$ cat src/rtl/lgr_pkg.sv
// Shared types and constants for the linear gain ramp block.
// No dependencies; used by every module of the block.
`timescale 1ns / 1ps

package lgr_pkg;

    localparam int SAMPLE_W  = 16;
    localparam int GAIN_W    = 16;
    localparam int FRAMES_W  = 24;
    localparam int PROD_W    = FRAMES_W + GAIN_W;
    localparam int DIV_STEPS = GAIN_W;
    localparam int DIV_CNT_W = $clog2(DIV_STEPS + 1);

    localparam logic [GAIN_W-1:0]   UNITY_GAIN   = 16'h8000;
    localparam logic [FRAMES_W-1:0] ELAPSED_MAX  = 24'hFFFFFF;
    localparam logic [FRAMES_W-1:0] RAMP_DEFAULT = 24'd48000;

    typedef struct packed {
        logic signed [SAMPLE_W-1:0] left_in;
        logic signed [SAMPLE_W-1:0] right_in;
        logic        [GAIN_W-1:0]   target_level;
    } in_word_t;

    typedef struct packed {
        logic signed [SAMPLE_W-1:0] left_out;
        logic signed [SAMPLE_W-1:0] right_out;
        logic        [GAIN_W-1:0]   gain_now;
    } out_word_t;

    typedef struct packed {
        logic                start;
        logic [PROD_W-1:0]   dividend;
        logic [FRAMES_W-1:0] divisor;
    } div_req_t;

    typedef struct packed {
        logic              done;
        logic [GAIN_W-1:0] quotient;
    } div_rsp_t;

endpackage

$ cat src/rtl/lgr_div.sv
// Restoring divider, one quotient bit per cycle, for the ramp offset.
// Depends on lgr_pkg; the caller guarantees the quotient fits in GAIN_W bits.
`timescale 1ns / 1ps

module lgr_div (
    input  logic              clk,
    input  logic              rst_n,
    input  lgr_pkg::div_req_t req,
    output lgr_pkg::div_rsp_t rsp
);

    logic [lgr_pkg::FRAMES_W-1:0]  rem_reg, rem_next;
    logic [lgr_pkg::GAIN_W-1:0]    low_reg, low_next;
    logic [lgr_pkg::GAIN_W-1:0]    quo_reg, quo_next;
    logic [lgr_pkg::DIV_CNT_W-1:0] cnt_reg, cnt_next;
    logic                          done_reg, done_next;
    logic [lgr_pkg::FRAMES_W:0]    trial;
    logic [lgr_pkg::FRAMES_W:0]    diff;

    assign trial = {rem_reg, low_reg[lgr_pkg::GAIN_W-1]};
    assign diff  = trial - {1'b0, req.divisor};

    always_comb
    begin
        rem_next  = rem_reg;
        low_next  = low_reg;
        quo_next  = quo_reg;
        cnt_next  = cnt_reg;
        done_next = 1'b0;
        if (req.start)
        begin
            // upper bits are already below the divisor
            rem_next = req.dividend[lgr_pkg::PROD_W-1:lgr_pkg::GAIN_W];
            low_next = req.dividend[lgr_pkg::GAIN_W-1:0];
            quo_next = '0;
            cnt_next = lgr_pkg::DIV_CNT_W'(lgr_pkg::DIV_STEPS);
        end
        else if (cnt_reg != '0)
        begin
            low_next = {low_reg[lgr_pkg::GAIN_W-2:0], 1'b0};
            if (!diff[lgr_pkg::FRAMES_W])
            begin
                rem_next = diff[lgr_pkg::FRAMES_W-1:0];
                quo_next = {quo_reg[lgr_pkg::GAIN_W-2:0], 1'b1};
            end
            else
            begin
                rem_next = trial[lgr_pkg::FRAMES_W-1:0];
                quo_next = {quo_reg[lgr_pkg::GAIN_W-2:0], 1'b0};
            end
            cnt_next  = cnt_reg - 1'b1;
            done_next = (cnt_reg == lgr_pkg::DIV_CNT_W'(1));
        end
    end

    always_ff @(posedge clk or negedge rst_n)
    begin
        if (!rst_n)
        begin
            cnt_reg  <= '0;
            done_reg <= 1'b0;
        end
        else
        begin
            cnt_reg  <= cnt_next;
            done_reg <= done_next;
        end
    end

    always_ff @(posedge clk)
    begin
        rem_reg <= rem_next;
        low_reg <= low_next;
        quo_reg <= quo_next;
    end

    assign rsp.done     = done_reg;
    assign rsp.quotient = quo_reg;

endmodule

$ cat src/rtl/linear_gain_ramp_top.sv
// Top level of the linear gain ramp: sequencer, shared multiplier, ramp state.
// Depends on lgr_pkg and lgr_div.
`timescale 1ns / 1ps
//
//  channel  dir  handshake            payload
//  in       in   in_valid/in_ready    in_data  (lgr_pkg::in_word_t)
//  out      out  out_valid/out_ready  out_data (lgr_pkg::out_word_t)
//  cfg      in   cfg_wr_en            cfg_wr_data[23:0] = ramp_frames
//
//  A frame with a ramp running goes from accept to result through one 24x16
//  multiply, the bit-serial divider, then two sample multiplies on the same
//  multiplier. A frame at steady gain, or with a zero ramp length, skips the
//  ramp multiply and the divider. The result sits in an output register, so a
//  stalled output only holds the sequencer when the next result is ready.
//  Reset gives unity gain, no ramp, and a ramp length of 48000 frames.

module linear_gain_ramp_top (
    input  logic                         clk,
    input  logic                         rst_n,
    input  logic                         in_valid,
    output logic                         in_ready,
    input  lgr_pkg::in_word_t            in_data,
    output logic                         out_valid,
    input  logic                         out_ready,
    output lgr_pkg::out_word_t           out_data,
    input  logic                         cfg_wr_en,
    input  logic [lgr_pkg::FRAMES_W-1:0] cfg_wr_data
);

    typedef enum logic [2:0] {
        S_IDLE, S_EVAL, S_MUL, S_DIVGO, S_DIVW, S_SCL_L, S_SCL_R, S_FIN
    } state_t;

    state_t state_reg, state_next;

    logic [lgr_pkg::FRAMES_W-1:0] rf_reg, rf_next;
    logic [lgr_pkg::GAIN_W-1:0]   cur_reg, cur_next;
    logic [lgr_pkg::GAIN_W-1:0]   start_reg, start_next;
    logic [lgr_pkg::GAIN_W-1:0]   tgt_reg, tgt_next;
    logic [lgr_pkg::FRAMES_W-1:0] elapsed_reg, elapsed_next;

    logic signed [lgr_pkg::SAMPLE_W-1:0] left_reg, left_next;
    logic signed [lgr_pkg::SAMPLE_W-1:0] right_reg, right_next;
    logic [lgr_pkg::GAIN_W-1:0]          req_reg, req_next;
    logic                                up_reg, up_next;
    logic [lgr_pkg::PROD_W-1:0]          prod_reg, prod_next;
    logic signed [lgr_pkg::SAMPLE_W-1:0] lres_reg, lres_next;
    logic                                ovalid_reg, ovalid_next;
    lgr_pkg::out_word_t                  odata_reg, odata_next;

    logic [lgr_pkg::FRAMES_W-1:0] mul_a;
    logic [lgr_pkg::GAIN_W-1:0]   mul_b;
    logic [lgr_pkg::PROD_W-1:0]   mul_p;

    lgr_pkg::div_req_t div_req;
    lgr_pkg::div_rsp_t div_rsp;

    lgr_div u_div (
        .clk   (clk),
        .rst_n (rst_n),
        .req   (div_req),
        .rsp   (div_rsp)
    );

    assign div_req.start    = (state_reg == S_DIVGO);
    assign div_req.dividend = prod_reg;
    assign div_req.divisor  = rf_reg;

    function automatic logic [lgr_pkg::GAIN_W-1:0] magnitude(
        input logic signed [lgr_pkg::SAMPLE_W-1:0] s
    );
        logic [lgr_pkg::GAIN_W-1:0] u;
        u = lgr_pkg::GAIN_W'(s);
        return s[lgr_pkg::SAMPLE_W-1] ? (~u + 1'b1) : u;
    endfunction

    // product >> 15, sign restored, truncated to the sample width
    function automatic logic signed [lgr_pkg::SAMPLE_W-1:0] rescale(
        input logic [lgr_pkg::PROD_W-1:0] p,
        input logic                       neg
    );
        logic [lgr_pkg::SAMPLE_W-1:0] q;
        q = p[lgr_pkg::GAIN_W+lgr_pkg::SAMPLE_W-2:lgr_pkg::GAIN_W-1];
        return neg ? $signed(~q + 1'b1) : $signed(q);
    endfunction

    function automatic logic [lgr_pkg::FRAMES_W-1:0] sat_inc(
        input logic [lgr_pkg::FRAMES_W-1:0] v
    );
        return (v == lgr_pkg::ELAPSED_MAX) ? v : v + 1'b1;
    endfunction

    // shared multiplier operand select
    always_comb
    begin
        mul_a = '0;
        mul_b = '0;
        case (state_reg)
            S_MUL:
            begin
                mul_a = (elapsed_reg < rf_reg) ? elapsed_reg : rf_reg;
                mul_b = up_reg ? (tgt_reg - start_reg) : (start_reg - tgt_reg);
            end
            S_SCL_L:
            begin
                mul_a = lgr_pkg::FRAMES_W'(magnitude(left_reg));
                mul_b = cur_reg;
            end
            S_SCL_R:
            begin
                mul_a = lgr_pkg::FRAMES_W'(magnitude(right_reg));
                mul_b = cur_reg;
            end
            default:
            begin
                mul_a = '0;
                mul_b = '0;
            end
        endcase
    end

    assign mul_p = lgr_pkg::PROD_W'(mul_a) * lgr_pkg::PROD_W'(mul_b);

    always_comb
    begin
        logic                          new_ramp;
        logic [lgr_pkg::FRAMES_W-1:0] base;
        state_next   = state_reg;
        rf_next      = rf_reg;
        cur_next     = cur_reg;
        start_next   = start_reg;
        tgt_next     = tgt_reg;
        elapsed_next = elapsed_reg;
        left_next    = left_reg;
        right_next   = right_reg;
        req_next     = req_reg;
        up_next      = up_reg;
        prod_next    = prod_reg;
        lres_next    = lres_reg;
        ovalid_next  = ovalid_reg;
        odata_next   = odata_reg;
        new_ramp     = (tgt_reg != req_reg);
        base         = new_ramp ? '0 : elapsed_reg;

        if (cfg_wr_en)
            rf_next = cfg_wr_data;

        if (ovalid_reg && out_ready)
            ovalid_next = 1'b0;

        case (state_reg)
            S_IDLE:
            begin
                if (in_valid)
                begin
                    left_next  = in_data.left_in;
                    right_next = in_data.right_in;
                    req_next   = (in_data.target_level > lgr_pkg::UNITY_GAIN) ?
                                 lgr_pkg::UNITY_GAIN : in_data.target_level;
                    state_next = S_EVAL;
                end
            end
            S_EVAL:
            begin
                if (cur_reg != req_reg)
                begin
                    if (new_ramp)
                    begin
                        tgt_next   = req_reg;
                        start_next = cur_reg;
                    end
                    if (rf_reg == '0)
                    begin
                        cur_next     = req_reg;
                        elapsed_next = sat_inc(base);
                        state_next   = S_SCL_L;
                    end
                    else
                    begin
                        elapsed_next = base;
                        up_next      = new_ramp ? (req_reg >= cur_reg) :
                                                  (tgt_reg >= start_reg);
                        state_next   = S_MUL;
                    end
                end
                else
                begin
                    tgt_next   = cur_reg;
                    start_next = cur_reg;
                    state_next = S_SCL_L;
                end
            end
            S_MUL:
            begin
                prod_next  = mul_p;
                state_next = S_DIVGO;
            end
            S_DIVGO:
                state_next = S_DIVW;
            S_DIVW:
            begin
                if (div_rsp.done)
                begin
                    cur_next     = up_reg ? (start_reg + div_rsp.quotient) :
                                            (start_reg - div_rsp.quotient);
                    elapsed_next = sat_inc(elapsed_reg);
                    state_next   = S_SCL_L;
                end
            end
            S_SCL_L:
            begin
                prod_next  = mul_p;
                state_next = S_SCL_R;
            end
            S_SCL_R:
            begin
                lres_next  = rescale(prod_reg, left_reg[lgr_pkg::SAMPLE_W-1]);
                prod_next  = mul_p;
                state_next = S_FIN;
            end
            S_FIN:
            begin
                if (!ovalid_reg || out_ready)
                begin
                    odata_next.left_out  = lres_reg;
                    odata_next.right_out = rescale(prod_reg,
                                                   right_reg[lgr_pkg::SAMPLE_W-1]);
                    odata_next.gain_now  = cur_reg;
                    ovalid_next          = 1'b1;
                    state_next           = S_IDLE;
                end
            end
            default:
                state_next = S_IDLE;
        endcase
    end

    always_ff @(posedge clk or negedge rst_n)
    begin
        if (!rst_n)
        begin
            state_reg   <= S_IDLE;
            rf_reg      <= lgr_pkg::RAMP_DEFAULT;
            cur_reg     <= lgr_pkg::UNITY_GAIN;
            start_reg   <= lgr_pkg::UNITY_GAIN;
            tgt_reg     <= lgr_pkg::UNITY_GAIN;
            elapsed_reg <= '0;
            ovalid_reg  <= 1'b0;
            odata_reg   <= '0;
        end
        else
        begin
            state_reg   <= state_next;
            rf_reg      <= rf_next;
            cur_reg     <= cur_next;
            start_reg   <= start_next;
            tgt_reg     <= tgt_next;
            elapsed_reg <= elapsed_next;
            ovalid_reg  <= ovalid_next;
            odata_reg   <= odata_next;
        end
    end

    always_ff @(posedge clk)
    begin
        left_reg  <= left_next;
        right_reg <= right_next;
        req_reg   <= req_next;
        up_reg    <= up_next;
        prod_reg  <= prod_next;
        lres_reg  <= lres_next;
    end

    assign in_ready  = (state_reg == S_IDLE);
    assign out_valid = ovalid_reg;
    assign out_data  = odata_reg;

endmodule

$ cat config.mk
export PLATFORM = sky130hd
export DESIGN_NAME = linear_gain_ramp_top
export DESIGN_NICKNAME = d
export VERILOG_FILES = /design/src/rtl/lgr_pkg.sv /design/src/rtl/lgr_div.sv /design/src/rtl/linear_gain_ramp_top.sv
export SDC_FILE = /design/constraint.sdc
export NUM_CORES = 2
export LEC_CHECK = 0
export BUFFER_PORTS_ARGS = -buffer_cell sky130_fd_sc_hd__buf_2
export CORE_MARGIN = 8
export CORE_UTILIZATION = 60
export DETAILED_ROUTE_END_ITERATION = 12
export PLACE_DENSITY = 0.78
export RECOVER_POWER = 50
export SLEW_MARGIN = 10
export SYNTH_ARGS = -nofsm -noshare
export SYNTH_HDL_FRONTEND = slang
export SYNTH_SLANG_ARGS = --single-unit
export TNS_END_PERCENT = 20
$ cat constraint.sdc
create_clock -name clk -period 15.4 [get_ports clk]
set_input_delay 3.08 -clock clk [delete_from_list [all_inputs] [get_ports clk]]
set_output_delay 3.08 -clock clk [all_outputs]
set_load 0.02 [all_outputs]
# Word level (Yosys, flattened, before mapping)
# Cells that the tools add are included.
[word_totals]
reg_bits = 315
input_bits = 77
out_inout_bits = 50
wordCells = 121
[op_classes]
add_sub_neg = 11
mul = 1
magnitude_cmp = 4
n_eq_ne = 19
mux = 44
bitwise = 4
reduce_logical = 17
[op_table]
columns = ["op", "n"]
rows = [
  ["2-to-1 mux 16 bit", 15],
  ["2-to-1 mux 24 bit", 10],
  ["case mux 24 bit (3 select lines)", 1],
  ["case mux 16 bit (2 select lines)", 2],
  ["adder 16 x 1 -> 16 bit, second input constant", 3],
  ["adder 24 x 1 -> 24 bit, second input constant", 2],
  ["== test 24 bit, second input constant", 2],
  ["NOT 16 bit", 3],
  ["case mux 24 bit (2 select lines)", 1],
  ["subtractor 16 bit", 3],
  ["multiplier 24 x 16 -> 40 bit", 1],
  ["greater-or-equal comparator 16 bit", 2],
  ["inequality test 16 bit", 2],
  ["subtractor 25 x 24 -> 25 bit", 1],
  ["zero test 24 bit", 1],
  ["less-than comparator 24 bit", 1],
  ["case mux 3 bit (8 select lines)", 1],
  ["adder 16 bit", 1],
  ["> comparator 16 bit, second input constant", 1],
  ["2-to-1 mux 3 bit", 5],
  ["== test 3 bit, second input constant", 4],
  ["inequality test 2 bit, second input constant", 6],
  ["2-to-1 mux 5 bit", 2],
  ["AND reduction 4 bit", 2],
  ["other kinds (17)", 28],
]

# Depth between registers and ports, before layout
[depth]
ltp_word = 7
mapped_depth = 37

# Modules after synthesis
# Synthesis repeated with hierarchy kept, for this count alone.
[hier_totals]
hier_cells = 3410
area_unflattened_um2 = 31579.0
[by_module_without_submodules]
columns = ["module", "n_inst", "cells_each", "area_per_inst_um2"]
rows = [
  ["linear_gain_ramp_top", 1, 2967, 27443.8],
  ["lgr_div", 1, 443, 4135.2],
]

# Worst setup path after synthesis
# Ideal clock, no wire load.
[synth_timing]
kind = "reg-to-reg"
startpoint = "reg rf_reg[9] in the netlist's numbering"
endpoint = "reg prod_reg[34] in the netlist's numbering (data pin)"
t_arrival_ps = 8265
required_ps = 15141
path_slack_ps = 6876
path_stages_with_launch = 33
period_less_slack_ps = 8524
cell_sequence = "dfstp_2 > inv_1 > ha_1 > a21o_1 > a21o_1 > a21oi_1 > nor2b_1 > o21ai_0 > a21oi_1 > o21a_1 > clkbuf_1 > a221oi_1 > nor2_1 > fa_1 > inv_1 > fa_1 > fa_1 > fa_1 > inv_1 > fa_1 > inv_1 > fa_1 > inv_1 > ha_1 > a21oi_1 > o21ai_1 > o31a_1 > a311oi_2 > o21ai_0 > a221o_1 > a311o_1 > a21oi_1 > xnor2_1"
[synth_between]
elab_chain_len = 4
[synth_rtl]
columns = ["item", "line", "rtl"]
rows = [
  ["start: declaration", "linear_gain_ramp_top.sv:36", "logic [lgr_pkg::FRAMES_W-1:0] rf_reg, rf_next;"],
  ["start signal: assignment", "linear_gain_ramp_top.sv:243", "rf_reg <= lgr_pkg::RAMP_DEFAULT;"],
  ["start signal: assignment", "linear_gain_ramp_top.sv:254", "rf_reg <= rf_next;"],
  ["less-than comparator 24 bit", "linear_gain_ramp_top.sv:101", "mul_a = (elapsed_reg < rf_reg) ? elapsed_reg : rf_reg;"],
  ["2-to-1 mux 24 bit (*)", "linear_gain_ramp_top.sv:101", ""],
  ["case mux 24 bit (3 select lines) (*)", "linear_gain_ramp_top.sv:98", "case (state_reg)"],
  ["multiplier 24 x 16 -> 40 bit (*)", "linear_gain_ramp_top.sv:122", "assign mul_p = lgr_pkg::PROD_W'(mul_a) * lgr_pkg::PROD_W'(mul_b);"],
  ["via mul_p (one bit)", "linear_gain_ramp_top.sv:53", "logic [lgr_pkg::PROD_W-1:0] mul_p;"],
  ["end signal: assignment", "linear_gain_ramp_top.sv:270", "prod_reg <= prod_next;"],
  ["end: declaration", "linear_gain_ramp_top.sv:46", "logic [lgr_pkg::PROD_W-1:0] prod_reg, prod_next;"],
]
# Mark *: on every way through the listed nets, which the timed path passes. The rest lies on a longest branch.
# A chain may end at the register's enable or synchronous reset.

# Worst setup path after layout
# Ends and elaborated chain as after synthesis.

==> results.ini <==
[timing]
setup_viol = 0
hold_viol = 0
fin_skew_ns = 0.02949
fmax_ghz = 0.1010
fin_crit_sh_pct = 64.31
min_period_ns = 9.903
rsz0062_at_grt = no
fin_ws_ns = 5.497
fin_tns_setup_ns = 0
finalMaxSlewViolations = 426
worstMarginPinSlew_ns = 5.104
slew_headroom_pct = -240.3

[setup_path]
critPathMaxFanout = 21
crit_top_cell = fa_1
crit_path_end_kind = register
start_kind = register
cp.required_ns = 15.70
worst_r2r_endpoint = prod_reg[34]
path_class = register to register
r2r-start = rf_reg[9]
worst_ep_arrival_time_ns = 10.20
cp_slowest_stage_delay_ns = 0.76
rr_worst_depth = 30
slowest_stage = a221o_1
r2r_slack_ns = 5.50

[clock_tree]
postCtsResizedCells = 0
root_buffer = clkbuf_16
clk_pin_slew_ns = 0.06
postCtsSetupBuffers = 0
clk_latency_ns = 0.57
numCtsBuffers = 38
clockBufferDepth = 3
cts_tree = built
cts_max_level = 2
clock-sinks = 315
ctsHoldBuffers = 0

[detailed_routing]
first_pass_iters = 8
wl_per_cell_um = 21.89
drt_iter0_drc = 2838
wl_met2_mm = 41.19
num_vias = 26620
wl_met3_mm = 11.63
wl_met1_mm = 34.92
maxUsedRoutingLayer = met5
drtAntennaViolNets = 0
via_per_inst = 6.239
drc_errors = 0
drt-total-wl_mm = 93.43

[die]
core-area_um2 = 52450
die_area_um2 = 60610
ios = 127
die_x_um = 246.2
rows = 84
fp.dieH_um = 246.2
start_util_pct = 60.63

[global_routing]
grt_use_total_pct = 31.22
antenna_found_initial = 2
grt_pass1_vias = 26900
gr-total-overflow = 0
grt_pass1_wl_mm = 148.8
grt_max_degree = 88

[run]
cap_violations = 8

[logic_synthesis]
ys_seq_area_share_pct = 26.86
synthFlopType = edfxtp_1
syn_nets = 4124
synth_edf_count = 145
yosysWarnings = 0
ys_types = 81
avgSynthCellArea_um2 = 9.066
synthCells = 3507
synth_area_um2 = 31800
async_flop_share_pct = 48.89
ys_ff_latch = 315

[place]
finalWeightedCongestion = 1.006
portBuffers = 126
dp_hpwl_mm = 69.42
place_ws_ns = 5.790

[hold_path]
hold_depth = 1
worstHoldStart = lres_reg[0]
holdPathEnd = out_data[32]
hp-class = register to register

[cells_and_area]
post-route-util_pct = 65.41
layout_common_cells = 470 x inv_1, 444 x nand2_1, 310 x fa_1, 251 x o21ai_0, 230 x ha_1
seq_area_um2 = 8541
drive_gt1_share_pct = 8.669
final_nets = 4164
area_delta_synth_final_pct = 7.890
n_fill_cell = 4270
largest_reg_flops = 48
final_common_cell = inv_1
multiInputGateArea_um2 = 20850

[run_status]
status = complete, but fails checks
violations = max-capacitance violations, max-slew violations

[power_and_ir_drop]
power.leakage_nw = 15.78
powerDensity_nw_per_um2 = 190.4
fin_total_pwr_w = 0.006531
peakVddDrop_uv = 147.6

synth_stat cells, drive strengths merged (26+ instances only):
master	number	area, µm²
a21o	54	405.4
clkbuf	141	530.5
xnor2	100	875.8
mux2	38	427.9
o21a	50	375.4
nand3	50	250.2
a31oi	29	181.4
o21bai	42	319.1
a211oi	28	210.2
buf	36	173.9
fa	310	6206
nor2b	41	256.5
edfxtp	145	4354
nand2	444	1667
dfrtp	144	3603
o21ai	262	1315
mux2i	27	270.3
xor2	65	569.3
ha	230	2878
nor2	222	833.3
nor3	36	180.2
a21oi	185	925.9
o31ai	31	246.5
a221o	26	260.3
inv	470	1764
kinds of logic after synthesis:
kind of cell               Yosys count  synth area share, %
AOI/OAI and AO/OA                  822                16.69
xor gates and xnor gates           165                4.545
adders and majority gates          540                28.57
buffers and inverters              649                7.788
DFF                                315                26.86
muxes                               65                2.196
and+or+nand+nor                    951                13.36
routing by layer:
metal | up-vias | global-route usage, %
met4 | 4 | 16.01
met5 | - | 0
met1 | 12830 | 38.63
li1 | 11900 | -
met2 | 1509 | 48.21
met3 | 375 | 10.73
critical path, delay by kind of cell (launching register included):
kind	cells	cell delay, ns
AO/OA/AOI/OAI	15	4.60
adder cells (fa/ha/maj)	8	3.80
flip-flops	1	0.58
AND/OR/NAND/NOR	2	0.29
buffers and inverters	4	0.26
XOR/XNOR	1	0.08
power by group:
part	switching [W]	internal [W]	leakage (nW)
clock	0.000378	0.000552	0.616
sequential	0.000308	0.00130	3.47
combinational	0.00254	0.00145	11.7
total	0.00322	0.00331	15.8
through the flow:
stage	cell area (µm²)	std cells	hold slack, ns
4_1_cts	34350	4264	0.4610
2_1_floorplan	31800	3507	0.4443
3_3_place_gp	33070	4195	0.4564
6_report	34300	4267	0.4536
3_5_place_dp	33070	4195	0.4577
5_1_grt	34300	4265	0.4864
final cells by class:
type / instances / share of cell area (%)
Multi-Input combinational cell: 2543 / 60.79
Sequential cell: 315 / 24.90
Inverter: 472 / 5.165
Clock buffer: 50 / 3.177
Timing Repair Buffer: 177 / 2.878
Tap cell: 688 / 2.509
Clock inverter: 19 / 0.5617
Antenna cell: 3 / 0.02188
worst max path at each step:
stage,slack [ns],start,cells after the start,to
after floorplan,6.88,rf_reg[9],32,prod_reg[34]
after global placement,5.93,rf_reg[9],30,prod_reg[34]
after detailed placement,5.79,rf_reg[9],30,prod_reg[34]
after CTS,5.73,rf_reg[9],30,prod_reg[34]
after global routing,5.20,rf_reg[9],30,prod_reg[34]
final,5.50,rf_reg[9],30,prod_reg[34]
Power figures use the tool's default switching activity.
